===== src/hdl/m4inv_pkg.sv =====
`timescale 1ns / 1ps
// ----------------------------------------------------------------------------
// m4inv_pkg
// Shared types and widths for the 4x4 fixed-point matrix inverse.
// ----------------------------------------------------------------------------
package m4inv_pkg;

	localparam int ELEM_COUNT = 16;
	localparam int ELEM_W     = 32;
	localparam int ADDR_W     = 4;
	localparam int Q_BITS     = 32;

	// cofactor magnitude < 2^96, product of cofactor and element < 2^128
	localparam int MW = 96;
	localparam int PW = 128;
	// signed accumulator for cofactor and determinant (|det| < 2^129)
	localparam int AW = 131;
	// divider datapath: holds dabs << 33 and the scaled cofactor
	localparam int DW = 164;

	typedef enum logic [3:0] {
		ST_LOAD,
		ST_RD0,
		ST_RD1,
		ST_RD2,
		ST_MSET,
		ST_MUL,
		ST_MFIN,
		ST_CEND,
		ST_DRD,
		ST_DEND,
		ST_QSET,
		ST_QRUN,
		ST_OUT
	} state_t;

	typedef enum logic [1:0] {
		OP_FIRST,
		OP_SECOND,
		OP_DET
	} mul_op_t;

	typedef enum logic {
		PH_DET,
		PH_OUT
	} phase_t;

	typedef struct packed {
		logic              start;
		logic [MW-1:0]     mag;
		logic [ELEM_W-1:0] mpl;
	} mul_req_t;

	typedef struct packed {
		logic          start;
		logic [DW-1:0] rem;
		logic [DW-1:0] dsh;
	} div_req_t;

endpackage


===== src/hdl/m4inv_mul.sv =====
`timescale 1ns / 1ps
// ----------------------------------------------------------------------------
// m4inv_mul
// Unsigned shift-add multiplier, one multiplier bit per cycle, MSB first.
// ----------------------------------------------------------------------------
module m4inv_mul (
	input  logic                          clk,
	input  logic                          arst_n,
	input  m4inv_pkg::mul_req_t           req,
	output logic                          done,
	output logic [m4inv_pkg::PW-1:0]      prod
);

	logic [m4inv_pkg::MW-1:0]     mag_q;
	logic [m4inv_pkg::ELEM_W-1:0] mpl_q;
	logic [m4inv_pkg::PW-1:0]     prod_q;
	logic [4:0]                   cnt_q;
	logic                         busy_q;
	logic                         done_q;
	logic [m4inv_pkg::PW-1:0]     addend;

	assign addend = mpl_q[m4inv_pkg::ELEM_W-1] ? m4inv_pkg::PW'(mag_q) : '0;

	always_ff @(posedge clk or negedge arst_n) begin
		if (!arst_n) begin
			busy_q <= 1'b0;
			done_q <= 1'b0;
			cnt_q  <= '0;
		end else begin
			done_q <= 1'b0;
			if (req.start) begin
				busy_q <= 1'b1;
				cnt_q  <= 5'd31;
			end else if (busy_q) begin
				if (cnt_q == 5'd0) begin
					busy_q <= 1'b0;
					done_q <= 1'b1;
				end else begin
					cnt_q <= cnt_q - 5'd1;
				end
			end
		end
	end

	always_ff @(posedge clk) begin
		if (req.start) begin
			mag_q  <= req.mag;
			mpl_q  <= req.mpl;
			prod_q <= '0;
		end else if (busy_q) begin
			prod_q <= {prod_q[m4inv_pkg::PW-2:0], 1'b0} + addend;
			mpl_q  <= {mpl_q[m4inv_pkg::ELEM_W-2:0], 1'b0};
		end
	end

	assign done = done_q;
	assign prod = prod_q;

endmodule


===== config.mk =====
export PLATFORM = sky130hd
export DESIGN_NAME = m4inv_mul
export DESIGN_NICKNAME = d
export VERILOG_FILES = /design/src/hdl/m4inv_pkg.sv /design/src/hdl/m4inv_mul.sv
export SDC_FILE = /design/constraint.sdc
export NUM_CORES = 1
export LEC_CHECK = 0
export ABC_AREA = 1
export BUFFER_PORTS_ARGS = -buffer_cell sky130_fd_sc_hd__buf_2
export CORE_UTILIZATION = 25
export CTS_CLUSTER_SIZE = 12
export DETAILED_ROUTE_END_ITERATION = 6
export PLACE_DENSITY_LB_ADDON = 0.15
export SETUP_SLACK_MARGIN = 0.02
export SYNTH_ARGS = -nofsm -noshare
export SYNTH_HDL_FRONTEND = slang
export SYNTH_SLANG_ARGS = --single-unit

===== constraint.sdc =====
create_clock -name clk -period 3 [get_ports clk]
set_input_delay 0.45 -clock clk [delete_from_list [all_inputs] [get_ports clk]]
set_output_delay 0.45 -clock clk [all_outputs]
set_load 0.02 [all_outputs]

== Word level (Yosys, flattened, before mapping) ==
Index checks and enable logic that the tools add are counted.
Cells by class
  muxes and demuxes: 12
  add/subtract/negate cells: 2
  reductions and logical operators: 3
  eq/ne operators: 1
Operator list (count)
  $add A128 B96 Y128: 1
  $mux W96: 1
  $mux W32: 2
  $mux W5: 3
  $mux W1: 6
  $logic_not A5 Y1: 1
  $sub A5 B1 Y5 const B: 1
  $ne A2 B2 Y1 const B: 1
  $reduce_and A2 Y1: 1
  $reduce_bool A2 Y1: 1
Storage, ports and cells
  input bits: 131
  output and inout bits: 129
  register bits after elaboration: 263
  word-level logic and storage cells: 24

== Depth between registers and ports, before layout ==
  word-level depth: 4
  mapped depth: 23
  gate-level depth less buffers: 21

== Least setup slack after synthesis ==
No wires, ideal clock.
  kind: reg2reg
  start: register mpl_q[31] in the netlist's numbering
  end: register prod_q, in the netlist prod[73]
  slack: 0.391 ns
  stages on the path, launching flop included: 21
  buffers on the path: 2
  library setup time: 0.115 ns
  arrival: 2.494 ns
  clock period less this slack: 2.609 ns
  required time: 2.885 ns
  cells stage by stage: edfxtp_1 -> clkbuf_1 -> clkbuf_1 -> nand2_1 -> inv_1 -> ha_1 -> fa_1 -> nand3_1 -> nand3_1 -> nand2_1 -> nand2_1 -> nand2_1 -> nand3_1 -> nand2_1 -> nand2_1 -> nand2_1 -> nand2_1 -> nand2_1 -> nand2_1 -> o21ai_0 -> inv_1
Between the ends
  longest elaborated chain between the ends: 2
Ends and longest elaborated chain
  start, declared: line m4inv_mul.sv:15  | logic [m4inv_pkg::ELEM_W-1:0] mpl_q;
  start signal, assigned: line m4inv_mul.sv:48  | mpl_q <= req.mpl;
  start signal, assigned: line m4inv_mul.sv:52  | mpl_q <= {mpl_q[m4inv_pkg::ELEM_W-2:0], 1'b0};
  $mux W96: line m4inv_mul.sv:22  | assign addend = mpl_q[m4inv_pkg::ELEM_W-1] ? m4inv_pkg::PW'(mag_q) : '0;
  $add A128 B96 Y128: line m4inv_mul.sv:51  | prod_q <= {prod_q[m4inv_pkg::PW-2:0], 1'b0} + addend;
  end signal, assigned: line m4inv_mul.sv:51
  end, declared: line m4inv_mul.sv:16  | logic [m4inv_pkg::PW-1:0] prod_q;
Every way passes these cells.
A chain may end at the register's enable or synchronous reset.

== Worst setup path in the final report ==
  start: register mpl_q[31] in the netlist's numbering
  end: register prod_q, in the netlist prod[65]
The elaborated chain is that of the path after synthesis.

==> results.md <==
- # setup viols final: 0
- Initial Util: 0.253
- Clk_lat worst skew: 0.62 ns
- Total core area: ~87000 um^2
- Relative slew slack: 0.446
- Final min period: 2.90 ns
- Max clock buf depth: 3
- Synth warnings: 0
- Pins Over Slew Limit: 0
- Status: completed
- Drt drc: 0
- Max Cap Viol: 0
- Switching share of power: 0.370
- HPWL Detailed: 83400 um
- Clock-pin slew on the worst setup and hold paths: 0.06 ns
- Die ar.: roughly 90000 um^2
- CTS Root Cell: clkbuf_16
- Post-layout instance area: between 30000 and 40000 um^2
- Syn_nets: 4045
- Post-Synth Adder-Cell Area: 0.0560
- Fill count: around 9700
- Final TNS setup: 0 ns
- CTS tree: yes
- Area growth, synth to finish: 49.0%
- Compound-gate portion of the synthesized area: 0.0511
- Pwr/cell area: roughly 440 nW/um^2
- Critical Path Source Type: flop
- Dpl cell area: about 27000 um^2
- Max VDD drop: 0.000441 V
- Final Util: 0.377
- Total CTS buffers: 39
- Synth Register Bits: 263
- Final Hold Viols: 0
- Most common cell after layout, fill and taps aside: nand2_1
- Post-synthesis simple-gate area fraction: 0.400
- Number of global-route vias before repair: 23786
- DR pass1 iterations: 5
- Iteration-0 DRC Markers: 1587
- P_leak: between 15 and 20 nW
- Post-Route WL: 104000 um
- Total grt overflow: 0
- CTS sink cnt: 263
- Cell total after placement: 5551
- # rows: 108
- Antenna violations before repair: 0
- Die Width: 299 um
- Routed WL per cell: 18.2 um
- Largest family of logic cells by synthesized area: simple AND/OR/NAND/NOR gates
- # port buffers: approximately 260
- Yosys cell types: 45
- Int Power: roughly 0.0092 W
- First-pass GRT wire length: 150000 um
- Via count: 24804
- Hold Path Class: input pin to flop
- Multiplexer share of the synthesized area: 0
- Post-Synthesis Cells: ~3800
- Vias per cell: approximately 4.3
- Die Y-Extent: 299 um
- Seq/Total Area, Yosys: 0.299
- Cell Area, Synth: 22000 um^2
- Crit Path Max Fanout: 26
- Worst slew pin tran: 0.830 ns
- Post-Layout Cell Count: between 5000 and 6000
- ANT nets after route: 0
- Tot GR Track Use: 0.226
- Reg power frac: 0.315
- Synth Area in XOR/XNOR: 0.0219
- Share of cells above drive strength 1: 0.300
- Gate power share: 0.355
- Largest net degree at the start of global routing: 129
- Arr. time, crit path: 3.41 ns
- RSZ-0062 raised after global routing: yes
- Max H-tree Level: 2
- Final period utilization: 0.966
- Fmax: 0.345 GHz
- Ant. Diodes: 0
- Clk_skew: 0.0474 ns
- I/O pins: 260
- Clk network pwr share: 0.330
- Most frequent cells in the layout: nand2_1, inv_1, buf_4
- Net switching power: around 0.0054 W
- Post-Synthesis Mean Instance Area: 5.77 um^2
- Worst Setup End Kind: flop
- Final GP Congestion: around 0.98
- Final #Nets: 4746
- Req. time, crit path: between 3 and 4 ns
- Setup CP Type: flop to flop
==> flip-flops by register name (all words and copies together), names as in the netlist <==
name    cells
mag_q      96
done        1
cnt_q       5
mpl_q      32
prod      128
busy_q      1
==> kinds of logic (layout without fill, tap and decap cells) <==
group                    after synthesis  count (layout)
AO/OA/AOI/OAI                        206             206
XOR/XNOR                              55              55
adder cells (fa/ha/maj)               98              98
buffers and inverters                997            1729
flip-flops                           263             263
AND/OR/NAND/NOR                     2197            2197
==> area by class of cell <==
type	count	area, um^2	area share
repair buffers	716	5160	0.157
inverters	941	3530	0.108
clock inverters	22	283	0.00862
flip-flops and latches	263	6590	0.201
well taps	1155	1450	0.0440
multi-input cells	2556	14800	0.451
clock buffers	50	1020	0.0310
==> cell usage after synthesis, drive strengths merged <==
master | count | area share
nand2 | 1522 | 0.26
inv | 939 | 0.16
nor2 | 424 | 0.075
nand3 | 160 | 0.037
dfxtp | 128 | 0.12
edfxtp | 128 | 0.17
a21oi | 104 | 0.024
ha | 97 | 0.055
o21ai | 74 | 0.017
clkbuf | 44 | 0.0089
xor2 | 39 | 0.016
nor3 | 33 | 0.0084
nand4 | 30 | 0.0085
xnor2 | 16 | 0.0064
buf | 9 | 0.0019
nor4 | 9 | 0.0037
o211ai | 8 | 0.0027
or2 | 8 | 0.0023
a32o | 7 | 0.0032
and2 | 7 | 0.0020
dfrtp | 7 | 0.0080
o21bai | 5 | 0.0019
a21boi | 4 | 0.0014
dlygate4sd1 | 3 | 0.0012
a22o | 2 | 0.00080
clkinv | 2 | 0.00034
nand3b | 2 | 0.00068
a21o | 1 | 0.00034
and3 | 1 | 0.00028
fa | 1 | 0.00091
nor3b | 1 | 0.00057
o21a | 1 | 0.00034
==> repair_timing <==
| item | CTS | global route |
|---|---|---|
| setup endpoints to repair | 77 | 99 |
| pin swaps | 7 | 86 |
| gates resized for setup | 133 | 647 |
| hold buffers | 65 | 0 |
| endpoints found under the hold margin | 71 | 0 |
| setup buffers | 5 | 6 |
| cloned | 1 | 3 |
==> path summary, 6_finish.rpt <==
check                               start        end  slack [ns]  cells past startpoint
worst max-delay path            mpl_q[31]   prod[65]        0.10                     20
worst min-delay path              req[78]  mag_q[46]        0.04                      1
worst max register to register  mpl_q[31]   prod[65]        0.10                     20
worst min register to register   mag_q[0]    prod[0]        0.50                      1
max in group asynchronous          arst_n     busy_q        2.60                      2
min in group asynchronous          arst_n   cnt_q[1]        0.21                      2
==> worst max-delay path: stages (launching register included) <==
cell and delay [ns]:
edfxtp_1 0.42, buf_6 0.16, buf_12 0.15, nand2_1 0.08, inv_1 0.06, ha_4 0.29, nand2_2 0.09, nor2_2 0.20
buf_4 0.15, nand2_1 0.06, inv_1 0.08, buf_4 0.10, nand2_1 0.06, inv_1 0.06, nand2_1 0.05, nand2_1 0.19
nand2_1 0.17, nand3_1 0.12, nand3_1 0.14, nand2_1 0.11, inv_1 0.04
==> through the flow <==
stage          hold WS [ns]  total power (W)  setup slack [ns]
2_1_floorplan         0.154          0.00673             0.391
3_3_place_gp          0.299          0.00872            -0.328
3_5_place_dp          0.304          0.00870            -0.285
4_1_cts             0.00295           0.0138           -0.0156
5_1_grt              0.0167           0.0154           -0.0682
6_report             0.0394           0.0146             0.102
==> power by group through the flow <==
| stage | combinational [W] | sequential [W] | clock (W) |
|---|---|---|---|
| finish | 0.00518 | 0.00459 | 0.00481 |
| floorplan | 0.00197 | 0.00476 | 0 |
| global route | 0.00566 | 0.00465 | 0.00510 |
| CTS | 0.00436 | 0.00450 | 0.00498 |
| global placement | 0.00415 | 0.00457 | 0 |
| detailed placement | 0.00415 | 0.00456 | 0 |
==> routing by layer <==
layer | GRT usage | share of wire | vias up
li1 | - | - | 12718
met1 | 0.327 | 0.49 | 11366
met2 | 0.353 | 0.44 | 607
met3 | 0.0279 | 0.053 | 113
met4 | 0.0542 | 0.023 | 0
met5 | 0 | 0 | -
(Power assumes the default switching activity.)
