`config.mk`:
```
export PLATFORM = sky130hd
export DESIGN_NAME = m4inv_store
export DESIGN_NICKNAME = d
export VERILOG_FILES = /design/src/hdl/m4inv_pkg.sv /design/src/hdl/m4inv_store.sv
export SDC_FILE = /design/constraint.sdc
export NUM_CORES = 1
export LEC_CHECK = 0
export BUFFER_PORTS_ARGS = -buffer_cell sky130_fd_sc_hd__buf_4
export CAP_MARGIN = 10
export CELL_PAD_IN_SITES_DETAIL_PLACEMENT = 1
export CELL_PAD_IN_SITES_GLOBAL_PLACEMENT = 2
export CORE_UTILIZATION = 45
export CTS_CLUSTER_DIAMETER = 40
export DETAILED_ROUTE_END_ITERATION = 10
export PLACE_DENSITY = 0.73
export SYNTH_ARGS = -nofsm -noshare
export SYNTH_HDL_FRONTEND = slang
export SYNTH_SLANG_ARGS = --single-unit
```
`constraint.sdc`:
```
create_clock -name clk -period 3.3 [get_ports clk]
set_clock_uncertainty 0.1 [all_clocks]
set_input_delay 0.165 -clock clk [delete_from_list [all_inputs] [get_ports clk]]
set_output_delay 0.165 -clock clk [all_outputs]
set_load 0.01 [all_outputs]
```
`src/hdl/m4inv_pkg.sv`:
```
`timescale 1ns / 1ps
// ----------------------------------------------------------------------------
// m4inv_pkg
// Shared types and widths for the 4x4 fixed-point matrix inverse.
// ----------------------------------------------------------------------------
package m4inv_pkg;

	localparam int ELEM_COUNT = 16;
	localparam int ELEM_W     = 32;
	localparam int ADDR_W     = 4;
	localparam int Q_BITS     = 32;

	// cofactor magnitude < 2^96, product of cofactor and element < 2^128
	localparam int MW = 96;
	localparam int PW = 128;
	// signed accumulator for cofactor and determinant (|det| < 2^129)
	localparam int AW = 131;
	// divider datapath: holds dabs << 33 and the scaled cofactor
	localparam int DW = 164;

	typedef enum logic [3:0] {
		ST_LOAD,
		ST_RD0,
		ST_RD1,
		ST_RD2,
		ST_MSET,
		ST_MUL,
		ST_MFIN,
		ST_CEND,
		ST_DRD,
		ST_DEND,
		ST_QSET,
		ST_QRUN,
		ST_OUT
	} state_t;

	typedef enum logic [1:0] {
		OP_FIRST,
		OP_SECOND,
		OP_DET
	} mul_op_t;

	typedef enum logic {
		PH_DET,
		PH_OUT
	} phase_t;

	typedef struct packed {
		logic              start;
		logic [MW-1:0]     mag;
		logic [ELEM_W-1:0] mpl;
	} mul_req_t;

	typedef struct packed {
		logic          start;
		logic [DW-1:0] rem;
		logic [DW-1:0] dsh;
	} div_req_t;

endpackage

```
`src/hdl/m4inv_store.sv`:
```
`timescale 1ns / 1ps
// ----------------------------------------------------------------------------
// m4inv_store
// 16 x 32 element store, one write port, one registered read port.
// ----------------------------------------------------------------------------
module m4inv_store (
	input  logic                                clk,
	input  logic                                we,
	input  logic [m4inv_pkg::ADDR_W-1:0]        waddr,
	input  logic [m4inv_pkg::ELEM_W-1:0]        wdata,
	input  logic [m4inv_pkg::ADDR_W-1:0]        raddr,
	output logic [m4inv_pkg::ELEM_W-1:0]        rdata
);

	logic [m4inv_pkg::ELEM_W-1:0] mem [m4inv_pkg::ELEM_COUNT];
	logic [m4inv_pkg::ELEM_W-1:0] rdata_q;

	always_ff @(posedge clk) begin
		if (we) begin
			mem[waddr] <= wdata;
		end
		rdata_q <= mem[raddr];
	end

	assign rdata = rdata_q;

endmodule

```
; Word-level counts from Yosys, hierarchy flattened
; Memories as Yosys holds them, arrays and structs flattened. A register that Yosys moved wholly into a read port is not among the register bits.
; Cells that the tools add are included.
[word_totals]
inputBits = 42
ff_bits = 0
mem_bits_rw = 512
mem_count = 1
output_inout_bits = 32
elab_cells = 3
[op_classes]
muxes = 2
[mem_list]
columns = memory, depth, width, rd, rd_clocked_by_memory_dff, write_ports, line
row1 = mem, 16, 32, 1, 1, 1, m4inv_store.sv:15  ; logic [m4inv_pkg::ELEM_W-1:0] mem [m4inv_pkg::ELEM_COUNT];
[ops]
columns = op, n
row1 = $mux W1, 2

; Longest topological paths before layout
; Gate-level depths: netlist of the first run.
[depth]
word_depth = 2
mapped_depth = 5
depth_no_buf = 3

; Worst setup path after synthesis of the first run
; Ideal clock, no wire load.
[synth_path]
path_kind = input port to flip-flop
startpoint = in waddr[2] (netlist bit)
endpoint = mem mem[0][0] (netlist bit) (enable)
setup_slack_ns = -0.145
path_stages = 2
t_arrival_ns = 2.883
required_ns = 2.739
cell_sequence = or3b_2 nor3_1
[synth_rtl]
columns = item, line
row1 = from (decl), m4inv_store.sv:9  ; input logic [m4inv_pkg::ADDR_W-1:0] waddr,
row2 = to (decl), m4inv_store.sv:15
; No word-level cell before the write port.

==> metrics.cfg, run 1 <==
[status]
status = finished, final reports clean

[worst_setup_path]
cp.arrival_ns = 2.18
endpoint_kind = register
worst_r2r_endpoint = rdata[5]$_DFF_P_
regToRegStartpoint = mem[3][5]$_DFFE_PP_
cp.required_ns = 3.65
startpoint_type = primary input
cp_max_fo = 75
cp_cell_sequence = dlygate4sd3_1 > buf_4 > buf_12 > mux4_2 > a22oi_1 > nand2_1
r2r_slack_ns = 1.77
cp_slowest_cell = dlygate4sd3_1
reg2regPathDepth = 3
slowest_delay_ns = 0.53
worstSetupPathType = primary input to register

[synth]
synth_top_area_frac = 0.774
synth.distinct_cells = 18
netlist_top_cells_area = edfxtp_1 77%, mux4_2 15%, dfxtp_1 3.2%
synth_top_area_cell = edfxtp_1
syn_nets = 880
async_flop_share = 0
synth_area_per_cell_sq_um = 23.7
synthTopCellsByCount = 512 x edfxtp_1, 128 x mux4_2, 64 x a22oi_1
ys_warn_count = 0
netlist_instances = 838
synth_edf_count = 512
synth-seq-cells = 544
post-synth-top-count-cell = edfxtp_1
seq_area_frac_synth = 0.807
synth_top_flop_cell = edfxtp_1
netlist_area_sq_mm = 0.0199

[clock_tree]
htree_levels = 3
cts_tree = done
clock_path_buffers = 3
post-cts-setup-buffers = 0
insertion_delay_ns = 0.58
numCtsBuffers = 68
clk_pin_slew_ns = 0.06
cts_sinks = 544
cts-root-buf = clkbuf_16

[power_and_ir_drop]
switching_power_mw = 3.43
ir_drop_v = 0.000451
swShare = 0.212
p_int_mw = 12.7
seq_power_share = 0.482
pwr-share-clk = 0.470
combinationalPowerShare = 0.048
p_leak_nw = 7.86
powerDensity_mw_per_mm2 = 670

[drt]
drc_errors = 0
wirelength_mm = 45.0
wl_per_cell_microns = 27.4
vias = 9282
viasPerCell = 5.64
ant_nets = 0
drt-initial-drc-count = 829
firstDrtPassIters = 5

[cells_and_area]
drive_gt1_frac = 0.345
layout.nets = 1046
areaGrowthSynthToFinish_pct = 21.2
num_antenna_cells = 0
fin_cells = 1645

[grt]
grtUsageTotal = 0.210
grt_max_degree = 76
grt_pass1_wl_mm = 66.7
grt_pass1_vias = 10251
grt_use_met1 = 0.302
met2_usage = 0.330
overflow = 0
busiest_layer = met2
grt_antenna_before_repair = 0
gr-usage-met3 = 0.0344

[floorplanning]
core_area_sq_mm = 0.0433
die_y_microns = 212
dieArea_sq_mm = 0.0450
placementRows = 76
ios = 74
die_w_microns = 212
start_util = 0.459

[placed_design]
place_ws_ns = 1.12
dp_hpwl_mm = 23.6
placedCellCount = 1486
port_buffers = 73
gp_congestion = 0.703

[timing]
tns_ns = 0
tightest_slew_ns = 0.816
clock.fmax_mhz = 549
rsz0062_at_grt = no
period_minus_slack_ns = 1.82
fin_ws_ns = 1.48
setup_violations = 0
max_slew_margin = 0.456
finalHoldViolations = 0
finalCritPeriodShare = 0.552
maxSlewViolCount = 0

[worst_hold_path]
min_to = rdata[1]$_DFF_P_
hold_depth = 4
hold_start = raddr[3]
holdCritPathClass = primary input to register

[run]
drv_cap = 0

==> critical path: cells and delay by family <==
family	cells	cell delay [ns]
AND/OR/NAND/NOR	1	0.13
multiplexers	1	0.38
buffers and inverters	3	1.09
AO/OA/AOI/OAI	1	0.35
==> power groups by stage <==
stage                     combinational [mW]  clock, mW  sequential, mW
after floorplan                        0.371          0            7.93
after global placement                 0.732          0            7.92
after detailed placement               0.751          0            7.93
after CTS                              0.788       7.73            7.78
after global routing                   0.835       7.95            7.79
final                                  0.773       7.58            7.78
==> worst max path at each step <==
| stage | startpoint | endpoint | slack, ns | cells after the start |
|---|---|---|---|---|
| after detailed placement | waddr[0] | mem[14][30]$_DFFE_PP_ | 1.12 | 4 |
| after global placement | raddr[0] | rdata[24]$_DFF_P_ | 1.15 | 5 |
| final | raddr[1] | rdata[5]$_DFF_P_ | 1.48 | 6 |
| after CTS | raddr[1] | rdata[9]$_DFF_P_ | 1.54 | 6 |
| after floorplan | waddr[2] | mem[8][0]$_DFFE_PP_ | 0.16 | 2 |
| after global routing | raddr[1] | rdata[5]$_DFF_P_ | 1.43 | 6 |
==> sequential cells by signal (all words and copies together) (netlist names) <==
name	count
mem	512
rdata	32
==> area by class of cell <==
cell class | count | area (sq um)
repair buffers | 139 | 1220
multi-input cells | 251 | 3760
clock buffers | 85 | 1860
well taps | 585 | 732
fillers | 3682 | 19200
clock inverters | 41 | 478
flip-flops and latches | 544 | 16000
==> cell families after synthesis <==
kind of cell,Yosys count,share of synthesized area
buffers and inverters,43,0.0112
multiplexers,128,0.145
AND/OR/NAND/NOR,59,0.0127
AO/OA/AOI/OAI,64,0.0242
flip-flops,544,0.807
==> per-layer routing <==
| metal | part of all wire | up-vias |
|---|---|---|
| met3 | 0.052 | 74 |
| met5 | 0 | - |
| li1 | - | 3919 |
| met4 | 0.019 | 0 |
| met1 | 0.45 | 4995 |
| met2 | 0.48 | 294 |
==> cell usage in the layout, fill, tap and decap left out, types with 2 or more instances in the layout <==
cell           synthesis  routed
clkbuf_1              17      11
nand2b_1               2       2
clkbuf_8               0       4
buf_12                 0       7
clkinv_2               0       7
edfxtp_1             512     512
dlygate4sd3_1          0      33
mux4_2               128     128
dfxtp_1               32      32
inv_6                  0      10
inv_8                  0       2
nand3b_1               2       2
nor2_4                 0      13
bufinv_16              0       7
clkbuf_16              0      71
nor2b_4                0       2
clkinv_4               0       6
a22oi_1               64      64
clkinv_1               0       4
buf_4                 11      98
clkinv_8               0       2
nor3_2                 0       3
clkinvlp_4             0       3
nand2_1               33      33
==> per-stage QoR <==
stage	hold WS [ns]	cell area (sq um)	utilization	power [mW]
final	0.0222	24100	0.556	16.1
after global routing	0.0457	24100	0.556	16.6
after CTS	0.000605	24100	0.556	16.3
after detailed placement	0.372	21400	0.494	8.68
after global placement	0.360	21400	0.494	8.65
after floorplan	0.164	19900	-	8.30
==> what timing repair did <==
action | 4_1_cts | 5_1_grt
gates resized for setup | 0 | 0
hold buffers | 33 | 0
hold endpoints to repair | 513 | 0
(Power assumes the default switching activity.)
==> run 2, diff against run 1 <==
ABC_AREA = 1   (was unset)
CORE_UTILIZATION = 38   (was 45)
PLACE_DENSITY = 0.74   (was 0.73)
clock period = 1.66 ns   (was 3.3 ns; I/O delays follow)
==> metrics.cfg, run 2 <==
[drt]
wirelength_mm = 62.5  ; +39%
drc_errors = 0  ; unchanged
vias = 15267  ; +64%
ant_nets = 0  ; unchanged
drt-initial-drc-count = 814  ; -1.8%
viasPerCell = 4.85  ; -14%
wl_per_cell_microns = 19.9  ; -27%
firstDrtPassIters = 5  ; unchanged

[grt]
overflow = 0  ; unchanged
grt_pass1_wl_mm = 96.8  ; +45%
busiest_layer = met2
gr-usage-met3 = 0.0336  ; -0.000865
grt_use_met1 = 0.266  ; -0.0361
grt_pass1_vias = 16535  ; +61%
grtUsageTotal = 0.213  ; +0.00281
grt_max_degree = 59  ; -22%
met2_usage = 0.371  ; +0.0411
grt_antenna_before_repair = 0  ; unchanged

[placed_design]
dp_hpwl_mm = 36.3  ; +54%
gp_congestion = 0.752  ; +7.0%
place_ws_ns = 0.128  ; -0.996 ns
port_buffers = 73  ; unchanged

[timing]
finalCritPeriodShare = 0.954
maxSlewViolCount = 0  ; unchanged
period_minus_slack_ns = 1.58
max_slew_margin = 0.675  ; +0.219
clock.fmax_mhz = 631
tightest_slew_ns = 0.485  ; -0.331 ns
setup_violations = 0  ; unchanged
fin_ws_ns = 0.0756  ; -1.40 ns
tns_ns = 0  ; unchanged
finalHoldViolations = 0  ; unchanged
rsz0062_at_grt = no

[cells_and_area]
multi_input_area_sq_mm = 0.00467  ; +24%
largest_register_ffs = 512  ; unchanged
layout.nets = 2344  ; +120%
n_fill_cell = 6310  ; +71%
areaGrowthSynthToFinish_pct = 25.1
regMostFlops = mem
drive_gt1_frac = 0.140  ; -0.205
ff_latch_area_sq_mm = 0.0160  ; unchanged
final_cell_mix = 677 x nand2_1, 512 x edfxtp_1, 386 x inv_1, 385 x nand3_1, 107 x buf_4
num_antenna_cells = 0  ; unchanged
layout_commonest_cell = nand2_1

[worst_hold_path]
hold_depth = 7  ; +3
holdCritPathClass = primary input to register

[synth]
synth_top_flop_cell = edfxtp_1
synth.distinct_cells = 15  ; -3
synth_edf_count = 512  ; unchanged
synth-seq-cells = 544  ; unchanged
synth_area_per_cell_sq_um = 10.7  ; -55%
synthTopCellsByCount = 677 x nand2_1, 512 x edfxtp_1, 388 x inv_1
syn_nets = 2162  ; +150%
synth_top_area_cell = edfxtp_1
synth_top_area_frac = 0.676  ; -0.0980
seq_area_frac_synth = 0.705  ; -0.102
netlist_area_sq_mm = 0.0227  ; +14%
post-synth-top-count-cell = nand2_1
ys_warn_count = 0  ; unchanged
netlist_instances = 2120  ; +150%
async_flop_share = 0  ; unchanged
netlist_top_cells_area = edfxtp_1 68%, nand2_1 11%, nand3_1 8.5%

[status]
status = finished, final reports clean

[clock_tree]
numCtsBuffers = 89  ; +31%
insertion_delay_ns = 0.64  ; +0.06 ns
cts_sinks = 544  ; unchanged
clock_path_buffers = 3  ; unchanged
post-cts-setup-buffers = 0  ; unchanged
cts_tree = done
cts-root-buf = clkbuf_16
htree_levels = 3  ; unchanged
clk_pin_slew_ns = 0.05  ; about the same

[worst_setup_path]
cp_max_fo = 21  ; -72%
regToRegStartpoint = mem[4][1]$_DFFE_PP_
startpoint_type = primary input
crit_path_start = raddr[1]
cp.required_ns = 2.14  ; -1.51 ns
endpoint = rdata[1]$_DFF_P_
cp.arrival_ns = 2.06  ; -0.12 ns
reg2regPathDepth = 7  ; +4
worst_r2r_endpoint = rdata[1]$_DFF_P_
worstSetupPathType = primary input to register
endpoint_kind = register
r2r_slack_ns = 0.13  ; -1.64 ns

[floorplanning]
placementRows = 89  ; +17%
core_area_sq_mm = 0.0590  ; +36%
dieArea_sq_mm = 0.0608  ; +35%
die_w_microns = 247  ; +16%
ios = 74  ; unchanged
start_util = 0.385  ; -0.0737
die_y_microns = 247  ; +16%

[power_and_ir_drop]
p_leak_nw = 12.1  ; +54%
powerDensity_mw_per_mm2 = 1290  ; +92%
ir_drop_v = 0.000959  ; +110%

[run]
drv_cap = 0  ; unchanged

-- run 2: cell count changes after synthesis, moves of 5 or more --
cell,change
nand2_1,+644
buf_1,+5
buf_4,-5
mux4_2,-128
buf_6,+27
a22oi_1,-64
nand3_1,+384
buf_2,+37
inv_1,+388
-- run 2: worst min-delay path by stage --
stage	start	end	slack (ns)
global placement	wdata[21]	mem[15][21]$_DFFE_PP_	0.29
detailed placement	wdata[20]	mem[5][20]$_DFFE_PP_	0.29
CTS	raddr[0]	rdata[3]$_DFF_P_	0.0007
global route	raddr[0]	rdata[3]$_DFF_P_	0.06
floorplan	wdata[0]	mem[0][0]$_DFFE_PP_	0.08
finish	raddr[0]	rdata[3]$_DFF_P_	0.01
-- run 2: cells by family (layout without fill, tap and decap cells) --
group,count (synthesis),in the layout,synth area share
AND/OR/NAND/NOR,1081,1081,0.200
buffers and inverters,495,751,0.0954
flip-flops,544,544,0.705
-- run 2: routing by layer --
metal  wire length (microns)  part of all wire
met4                    1720             0.027
met5                       0                 0
met3                    2000             0.032
met2                   31400              0.50
met1                   27400              0.44
-- run 2: critical path, cell delays in order --
cell	delay (ns)
dlygate4sd3_1	0.54
buf_4	0.18
inv_4	0.18
buf_16	0.20
nand3_1	0.09
nand3_1	0.08
dlygate4sd3_1	0.55
nand3_1	0.07
nand2_1	0.08
-- run 2: stage by stage --
| step | util | hold WS [ns] | area [sq um] | instances | power (mW) |
|---|---|---|---|---|---|
| global placement | 0.422 | 0.290 | 24900 | 2945 | 17.8 |
| finish | 0.482 | 0.0149 | 28400 | 3149 | 36.7 |
| floorplan | - | 0.0819 | 22700 | 2120 | 16.8 |
| global route | 0.482 | 0.0587 | 28400 | 3149 | 37.8 |
| CTS | 0.481 | 0.000694 | 28400 | 3148 | 37.1 |
| detailed placement | 0.422 | 0.295 | 24900 | 2945 | 17.9 |
-- run 2: power by group --
group / leakage [nW] / switching (mW) / internal, mW
Sequential: 4.90 / 0.101 / 15.4
Clock: 1.50 / 7.08 / 12.0
Combinational: 5.70 / 1.39 / 0.783
Total: 12.1 / 8.57 / 28.1
-- run 2: repair_timing --
item | in CTS | in global routing
endpoints found under the hold margin | 544 | 0
hold buffers | 38 | 0
endpoints found under the setup margin | 0 | 1
gates resized for setup | 0 | 1
-- run 2: cell type report --
class / instances / area share
Tap cell: 773 / 0.0340
Clock buffer: 97 / 0.0809
Timing Repair Buffer: 196 / 0.0778
Multi-Input combinational cell: 1081 / 0.164
Sequential cell: 544 / 0.563
Inverter: 390 / 0.0519
Clock inverter: 68 / 0.0279
==> run 3, diff against run 2 <==
BUFFER_PORTS_ARGS = unset   (was -buffer_cell sky130_fd_sc_hd__buf_4)
DONT_BUFFER_PORTS = 1   (was unset)
PLACE_DENSITY = 0.73   (was 0.74)
==> metrics.cfg, run 3 (synthesized netlist as in run 2, its figures left out) <==
[cells_and_area]
largest_register_ffs = 512  ; unchanged
n_fill_cell = 6256  ; -0.86%
utilization = 0.507  ; +0.0250
design_area_sq_mm = 0.0299  ; +5.2%
multi_input_area_sq_mm = 0.00502  ; +7.6%
areaGrowthSynthToFinish_pct = 31.6
layout.nets = 2422  ; +3.3%
drive_gt1_frac = 0.125  ; -0.0149
regMostFlops = mem
ff_latch_area_sq_mm = 0.0160  ; unchanged
layout_commonest_cell = nand2_1
final_cell_mix = 673 x nand2_1, 512 x edfxtp_1, 386 x inv_1, 318 x nand3_1, 207 x dlygate4sd3_1

[timing]
tightest_slew_ns = 0.794  ; +0.309 ns
fin_ws_ns = -0.0171  ; -0.0927 ns
tns_ns = -0.0171  ; -0.0171 ns
holdWs_ns = 0.0626  ; +0.0478 ns
period_minus_slack_ns = 1.68  ; +0.0927 ns
maxSlewViolCount = 0  ; unchanged
max_slew_margin = 0.469  ; -0.207
finalCritPeriodShare = 1.01  ; +0.0558
rsz0062_at_grt = yes
finalHoldViolations = 0  ; unchanged
setup_violations = 1  ; +1
clock.fmax_mhz = 596  ; -5.5%

[floorplanning]
die_y_microns = 247  ; unchanged
core_area_sq_mm = 0.0590  ; unchanged
die_w_microns = 247  ; unchanged
dieArea_sq_mm = 0.0608  ; unchanged
ios = 74  ; unchanged
placementRows = 89  ; unchanged
start_util = 0.385  ; unchanged

[run]
drv_cap = 0  ; unchanged

[drt]
drc_errors = 0  ; unchanged
wl_per_cell_microns = 21.4  ; +7.7%
firstDrtPassIters = 5  ; unchanged
vias = 16080  ; +5.3%
viasPerCell = 4.97  ; +2.5%
wirelength_mm = 69.2  ; +11%
drt-initial-drc-count = 956  ; +17%
ant_nets = 0  ; unchanged

[grt]
grt_pass1_wl_mm = 103  ; +6.7%
grt_max_degree = 201  ; +240%
grt_antenna_before_repair = 3  ; +3
grt_pass1_vias = 17450  ; +5.5%
grtUsageTotal = 0.228  ; +0.0158
overflow = 0  ; unchanged

[power_and_ir_drop]
powerDensity_mw_per_mm2 = 1250  ; -2.8%
p_leak_nw = 12.3  ; +1.6%
ir_drop_v = 0.000859  ; -10%

[worst_hold_path]
min_to = rdata[5]$_DFF_P_
hold_start = raddr[1]
holdCritPathClass = primary input to register
hold_depth = 5  ; -2

[placed_design]
place_ws_ns = 0.213  ; +0.0853 ns
dp_hpwl_mm = 33.9  ; -6.6%
post_dp_cell_area_sq_mm = 0.0240  ; -3.9%
gp_congestion = 0.764  ; +1.5%
port_buffers = 0  ; -100%

[clock_tree]
cts_sinks = 544  ; unchanged
cts-root-buf = clkbuf_16
numCtsBuffers = 94  ; +5.6%
insertion_delay_ns = 0.63  ; about the same
clk_pin_slew_ns = 0.05  ; about the same
htree_levels = 3  ; unchanged
cts_tree = done
clock_path_buffers = 3  ; unchanged

[worst_setup_path]
reg2regPathDepth = 7  ; unchanged
cp.required_ns = 2.05  ; -0.09 ns
r2r_slack_ns = 0.04  ; -0.09 ns
regToRegStartpoint = mem[11][17]$_DFFE_PP_
crit_top_cell = nand2_1
slowest_delay_ns = 0.55  ; about the same
worst_r2r_endpoint = rdata[17]$_DFF_P_
cp_slowest_cell = dlygate4sd3_1
cp_max_fo = 175  ; +730%
endpoint_kind = register
startpoint_type = primary input
cp_cell_sequence = buf_16 > clkinv_8 > buf_12 > buf_12 > nand2_1 > nand2_1 > nand2_1 > dlygate4sd3_1 > nand3_1 > nand3_1 > nand2_1
worstSetupPathType = primary input to register
cp.arrival_ns = 2.07  ; about the same

[status]
violations = negative setup slack
status = finished, violations left

==> run 3: cell types whose count changed in the layout (fill, tap and decap cells not counted), moves of 8 or more <==
| cell | previous run | this run |
|---|---|---|
| buf_12 | 48 | 38 |
| buf_4 | 107 | 14 |
| clkbuf_1 | 6 | 14 |
| dlygate4sd3_1 | 38 | 207 |
| nand3_1 | 385 | 318 |
| nand3_2 | 0 | 66 |
==> run 3: how the worst max path moves through the flow <==
stage / from / end / depth (start not counted)
global placement: waddr[3] / mem[6][23]$_DFFE_PP_ / 3
finish: raddr[0] / rdata[15]$_DFF_P_ / 11
CTS: mem[9][3]$_DFFE_PP_ / rdata[3]$_DFF_P_ / 7
detailed placement: waddr[2] / mem[3][0]$_DFFE_PP_ / 4
global route: mem[11][17]$_DFFE_PP_ / rdata[17]$_DFF_P_ / 7
floorplan: waddr[2] / mem[10][0]$_DFFE_PP_ / 2
==> run 3: metal layers <==
metal | share of wire | routed length, microns | track usage | vias up
li1 | - | - | - | 7420
met3 | 0.051 | 3530 | 0.0400 | 134
met5 | 0.00019 | 13 | 0 | -
met4 | 0.027 | 1870 | 0.0866 | 2
met1 | 0.42 | 29100 | 0.283 | 8160
met2 | 0.50 | 34600 | 0.395 | 364
==> run 3: worst max-delay path: cells and delay by family <==
kind	cells	cell delay, ns
buffers and inverters	5	1.40
and+or+nand+nor	6	0.45
==> run 3: stage by stage <==
step	total power, mW	std cells
floorplan	16.8	2120
global placement	17.1	2838
detailed placement	17.2	2838
CTS	37.7	3250
global route	38.7	3235
finish	37.5	3235
==> run 3: timing repair <==
| item | 4_1_cts | 5_1_grt |
|---|---|---|
| resized for setup | 0 | 76 |
| buffers inserted | 0 | 2 |
| hold endpoints to repair | 575 | 16 |
| hold buffers | 237 | 3 |
| endpoints found under the setup margin | 0 | 51 |
==> run 3: power breakdown <==
part	leakage (nW)	internal, mW	switching, mW
Combinational	5.84	0.812	1.37
Clock	1.55	12.8	6.95
Sequential	4.90	15.4	0.163
==> run 3: cell type report <==
type	count	area share
Antenna cell	3	0.000251
Sequential cell	544	0.536
Inverter	390	0.0495
Timing Repair Buffer	269	0.106
Multi-Input combinational cell	1081	0.168
Clock inverter	61	0.0252
Tap cell	773	0.0323
Clock buffer	114	0.0836
